File: config.mk
export PLATFORM = sky130hd
export DESIGN_NAME = rars_ram
export DESIGN_NICKNAME = d
export VERILOG_FILES = /design/src/hw/rtl/rars_ram.sv
export SDC_FILE = /design/constraint.sdc
export NUM_CORES = 1
export LEC_CHECK = 0
export BUFFER_PORTS_ARGS = -buffer_cell sky130_fd_sc_hd__buf_2
export CAP_MARGIN = 30
export CORE_ASPECT_RATIO = 1.25
export CORE_MARGIN = 5
export CORE_UTILIZATION = 50
export DETAILED_ROUTE_END_ITERATION = 16
export PLACE_DENSITY = 0.69
export SYNTH_ARGS = -nofsm -noshare
export SYNTH_HDL_FRONTEND = slang
export SYNTH_SLANG_ARGS = --single-unit
File: constraint.sdc
create_clock -name clk -period 1.6 [get_ports clk]
set_input_delay 0.16 -clock clk [delete_from_list [all_inputs] [get_ports clk]]
set_output_delay 0.16 -clock clk [all_outputs]
set_load 0.1 [all_outputs]
File: src/hw/rtl/rars_ram.sv
// ----------------------------------------------------------------------------
// rars_ram
// generic single port ram with registered read
// ----------------------------------------------------------------------------
`default_nettype none

module rars_ram #(
	parameter int unsigned WIDTH = 8,
	parameter int unsigned DEPTH = 16
) (
	input  wire logic                     clk,
	input  wire logic                     we,
	input  wire logic [$clog2(DEPTH)-1:0] addr,
	input  wire logic [WIDTH-1:0]         wdata,
	output logic      [WIDTH-1:0]         rdata
);

	logic [WIDTH-1:0] mem_q [DEPTH];

	always_ff @(posedge clk) begin
		if (we) begin
			mem_q[addr] <= wdata;
		end
		rdata <= mem_q[addr];
	end

endmodule : rars_ram

`default_nettype wire

==> impl_metrics.ini, run 1 <==
[worst_setup_path]
timing.rr.end = rdata[6]
max_stage_delay_ns = 0.44
arrival_ns = 1.19
crit_type = flop to output pin
cp-end-kind = output pin
path_delay_family = buffers and inverters
startpoint_type = flop
ff2ff_setup_slack_ns = 0.26
worst_path_max_delay_cell = buf_2
crit_start = rdata[5]
worstSetupEndpoint = rdata[5]
cp.depth = 1
r2r-start = mem_q[0][6]
reg2regPathDepth = 3
critPathBufInv = 1
critPathMaxFanout = 1
worstPathCellList = buf_2
worst-endpoint-required_ns = 1.44

[floorplanning]
dieHeight_um = 123
die_area_um2 = 12300
coreArea_um2 = 10000
chipWidth_um = 100
rows = 41
ios = 22
initial_core_util_pct = 50.7

[route]
vias = 2390
post_drt_via_cell_ratio = 5.60
final_antenna_net_count = 0
wl_per_cell_um = 22.0
first_iter_violations = 115
wl_um = 9410
firstDrtPassIters = 4
post-route-drc-count = 0

[clocking]
htreeDepth = 4
clock_latency_ns = 0.41
path_clk_slew_ns = 0.05
ctsResizeCount = 0
cts_tree = yes
hold_buffers = 0
cts_root_buffer = clkbuf_16
clockBufferDepth = 2
post-cts-setup-buffer-count = 0
cts.sinks = 136
cts_made_buffers = 17

[final_layout]
n_fill_cell = 673
nNetsFinal = 299
final_layout_size_suffix_gt1_share_pct = 36.6
postLayoutCellArea_um2 = 6140
syn2layout_area_growth_pct = 21.1
fin_cells = 427
diodes = 0

[yosys]
synth_area_leaders = edfxtp_1 76%, mux4_2 14%, dfxtp_1 3.2%, a22oi_1 2.4%, nor2_1 0.96%
synth-seq-area-share_pct = 79.0
ys_types = 18
synth_commonest_cells = 128 x edfxtp_1, 32 x mux4_2, 16 x a22oi_1
synth_nets = 244
synth_top_cell_by_area = edfxtp_1
synth_cells = 230
synth_warnings = 0
synthFlopType = edfxtp_1
synth_top_area_share_pct = 75.9
synth-edff-count = 128
yosysMostFrequentCell = edfxtp_1
syn_avg_cell_area_um2 = 22.0
synth_area_um2 = 5070
synthArstFlopShare_pct = 0
ys_seq_elements = 136

[run_status]
outcome = completed

[timing]
maxSlewViolCount = 0
max_freq_ghz = 0.739
finalSetupViolations = 0
worst_pin_slew_ns = 0.800
period_share_pct = 84.6
finClkSkew_ns = 0.00678
grt_setup_unrepaired = no
finalHoldViolCount = 0
setup_tns_ns = 0
relSlewSlack_pct = 46.5
post-route-min-period_ns = 1.35

[power]
finalPower_uw = 8430
p_switching_uw = 1710
ir_drop_mv = 0.686
swShare_pct = 20.2
p_int_uw = 6720
p_seq_share_pct = 47.6
p_per_area_nw_per_um2 = 1370
clockPowerShare_pct = 45.8
combPwrFrac_pct = 6.7
power_leakage_uw = 0.00207

[global_route]
grt_pass1_wl_um = 15100
grt_pass1_vias = 2668
gr-total-overflow = 0
antenna_found_initial = 1
track_usage_pct = 17.5
grt_max_degree = 21

[placed_design]
place_inst = 395
port_buffers = 21
hpwl_um = 6200
gp_congestion = 0.784
placed_area_um2 = 5540

[hold_path]
hold_class = input port to flop

[run]
maxCapViolCount = 0
power groups by stage:
stage | combinational [µW] | clock (µW) | sequential (µW)
after floorplan | 206 | 0 | 4250
after CTS | 571 | 3920 | 4010
after detailed placement | 568 | 0 | 4080
final | 561 | 3860 | 4010
after global placement | 560 | 0 | 4080
after global routing | 596 | 4110 | 4010
cell families after synthesis:
| family | after synthesis | share of synthesized area [%] |
|---|---|---|
| mux | 32 | 14.2 |
| simple gates | 35 | 3.21 |
| flops | 136 | 79.0 |
| compound gates | 16 | 2.37 |
| buf+inv | 11 | 1.19 |
per-layer routing:
metal  wire [µm]  vias up  part of all wire (%)  GRT usage, %
met2        5060       63                    54          29.4
met3         503       13                   5.3          4.89
met4         135        2                   1.4          7.25
met5          11        -                  0.12             0
li1            -     1071                     -             -
met1        3700     1241                    39          21.5
metrics by stage:
| stage | hold slack (ns) | util (%) | worst slack (ns) |
|---|---|---|---|
| 2_1_floorplan | 0.259 | - | 0.00189 |
| 3_3_place_gp | 0.538 | 55.3 | 0.0646 |
| 3_5_place_dp | 0.558 | 55.3 | 0.0710 |
| 4_1_cts | 0.125 | 61.3 | 0.207 |
| 5_1_grt | 0.133 | 61.3 | 0.192 |
| 6_report | 0.131 | 61.3 | 0.246 |
area by class of cell:
class	count	area, µm²	share of cell area [%]
Tap cell	129	161	2.63
Clock buffer	23	478	7.79
Sequential cell	136	4000	65.3
Timing Repair Buffer	47	363	5.91
Multi-Input combinational cell	83	1010	16.4
Clock inverter	9	121	1.98
layout by cell type, fill, tap and decap left out:
cell type / n
edfxtp_1: 128
mux4_2: 32
buf_2: 21
buf_4: 21
clkbuf_16: 17
a22oi_1: 16
nor2_1: 13
nand2_1: 9
dfxtp_1: 8
buf_12: 5
clkinv_2: 4
nor3_1: 3
clkbuf_1: 3
clkbuf_8: 3
bufinv_16: 3
nor2b_1: 2
nand3b_1: 2
nand2b_1: 2
and2_1: 1
nand3_1: 1
or3b_2: 1
nor3_2: 1
clkinvlp_4: 1
clkinv_1: 1
worst min path at each step:
stage	from	to	slack (ns)	depth (start not counted)
2_1_floorplan	wdata[0]	mem_q[0][0]	0.26	0
3_3_place_gp	wdata[1]	mem_q[9][1]	0.54	1
3_5_place_dp	wdata[2]	mem_q[6][2]	0.56	1
4_1_cts	wdata[1]	mem_q[9][1]	0.12	1
5_1_grt	wdata[5]	mem_q[7][5]	0.13	1
6_report	wdata[5]	mem_q[7][5]	0.13	1
flip-flops by register name (all words and copies together) (netlist names):
signal  cells
mem_q     128
rdata       8
Power figures use the tool's default switching activity.
==> inputs of run 2 (changes only) <==
==> constraint.sdc (replaced) <==
create_clock -name clk -period 1.2 [get_ports clk]
set_input_delay 0.12 -clock clk [delete_from_list [all_inputs] [get_ports clk]]
set_output_delay 0.12 -clock clk [all_outputs]
set_load 0.1 [all_outputs]
==> run 2 against run 1 <==
The flow now finishes with violations (negative setup slack); global-route usage is 0.60 points higher; largest power group unchanged; design area is 5.3% higher; largest cell class unchanged; flip-flop and latch count unchanged; first-iteration DRC count up 15%; clock skew is 0.0018 ns higher; hold slack worse by 0.042 ns.
==> impl_metrics.ini, run 2 (synthesis gave the netlist of run 1 again) <==
[run_status]
outcome = finished with violations
violations = negative setup slack

[hold_path]
whs_path_depth = 1
holdPathEnd = mem_q[12][6]
hold_class = input port to flop
hold_start = wdata[6]

[clocking]
clockBufferDepth = 2
htreeDepth = 4
cts_root_buffer = clkbuf_16
post-cts-setup-buffer-count = 0
cts.sinks = 136
hold_buffers = 0
cts_made_buffers = 17
cts_tree = yes
path_clk_slew_ns = 0.06
clock_latency_ns = 0.41

[final_layout]
multi_input_area_um2 = 1180
postLayoutCellArea_um2 = 6460
diodes = 0
n_fill_cell = 651
final_common_cell = edfxtp_1
largest_register_ffs = 128
top_regs = mem_q (128), rdata (8)
utilization_pct = 64.6
final_layout_size_suffix_gt1_share_pct = 45.7
seqCellArea_um2 = 4000
syn2layout_area_growth_pct = 27.5
layout_common_cells = 128 x edfxtp_1, 32 x mux4_2, 24 x buf_4, 17 x clkbuf_16
nNetsFinal = 303
largest-register = mem_q

[route]
final_antenna_net_count = 0
first_iter_violations = 132
firstDrtPassIters = 4
post-route-drc-count = 0
post_drt_via_cell_ratio = 5.61
vias = 2418
wl_um = 9880
wl_per_cell_um = 22.9

[global_route]
grt_pass1_wl_um = 15500
antenna_found_initial = 0
gr-total-overflow = 0
grt_pass1_vias = 2634
track_usage_pct = 18.1
grt_max_degree = 19

[floorplanning]
coreArea_um2 = 10000
rows = 41
chipWidth_um = 100
initial_core_util_pct = 50.7
die_area_um2 = 12300
ios = 22
dieHeight_um = 123

[timing]
post-route-min-period_ns = 1.29
relSlewSlack_pct = 38.1
grt_setup_unrepaired = yes
maxSlewViolCount = 0
finalHoldViolCount = 0
max_freq_ghz = 0.775
finClkSkew_ns = 0.00859
finalSetupViolations = 7
setup_slack_ns = -0.0902
worst_pin_slew_ns = 0.927
period_share_pct = 108

[worst_setup_path]
worstPathCellList = mux4_2 -> a22oi_2 -> nand2_1
reg2regPathDepth = 3
arrival_ns = 1.58
r2r-start = mem_q[11][3]
startpoint_type = flop
worst-endpoint-required_ns = 1.49
cp-end-kind = flop
ff2ff_setup_slack_ns = -0.09
max_stage_delay_ns = 0.51
timing.rr.end = rdata[3]
crit_type = flop to flop
critPathMaxFanout = 1
worst_path_max_delay_cell = mux4_2

[power]
ir_drop_mv = 1.06
power_leakage_uw = 0.00213
finalPower_uw = 11400
p_per_area_nw_per_um2 = 1760

[run]
maxCapViolCount = 0

[placed_design]
hpwl_um = 6600
pre_cts_slack_ns = -0.333
gp_congestion = 0.725
placed_area_um2 = 5800
port_buffers = 21
[run 2: cell types whose count changed in the layout (fill, tap and decap cells not counted), moves of 3 or more]
cell      before  now
nor3_1         3    0
a22oi_1       16    7
buf_4         21   24
a22oi_2        0    9
nor2_1        13    1
clkbuf_1       3    6
nor2_4         0   12
buf_2         21   13
buf_12         5   13
[run 2: per-stage QoR]
stage               setup TNS [ns]  hold slack (ns)  std cells
global placement            -16.10            0.502        399
detailed placement          -17.96            0.517        399
floorplan                    -1.67            0.219        230
finish                      -0.326           0.0891        431
global route                -0.745           0.0993        431
CTS                         -0.425           0.0825        431
[run 2: routing by layer]
metal	global-route usage (%)	share of wire (%)	up-vias
li1	-	-	1082
met1	21.4	38	1258
met2	31.6	55	62
met3	3.92	4.7	16
met4	8.59	1.9	0
met5	0	0	-
[run 2: power by group]
group | switching, µW | total (µW) | internal [µW]
Clock | 1760 | 5130 | 3380
Sequential | 43.6 | 5360 | 5310
Combinational | 552 | 872 | 319
[run 2: final cells by class]
type,instances,share of cell area [%]
Clock buffer,25,7.36
Clock inverter,7,1.82
Multi-Input combinational cell,83,18.3
Sequential cell,136,62.0
Tap cell,129,2.50
Timing Repair Buffer,51,8.06
[run 2: worst max-delay path: cells and delay by family, from the launching register on]
kind             cells  cell delay (ns)
multiplexers         1             0.51
flip-flops           1             0.36
AND/OR/NAND/NOR      1             0.08
AO/OA/AOI/OAI        1             0.22
[run 2: timing repair]
action	in CTS	in global routing
gates cloned	0	0
resized for setup	15	2
endpoints found under the setup margin	14	8
pin swaps	6	1
[run 2: worst max path at each step]
stage                   to    startpoint  cells past startpoint  slack, ns
2_1_floorplan  mem_q[8][0]       addr[2]                      2      -0.06
3_3_place_gp      rdata[3]       addr[0]                      5      -0.33
3_5_place_dp      rdata[3]       addr[0]                      5      -0.33
4_1_cts           rdata[3]  mem_q[11][3]                      3      -0.08
5_1_grt           rdata[3]   mem_q[8][3]                      3      -0.14
6_report          rdata[3]  mem_q[11][3]                      3      -0.09
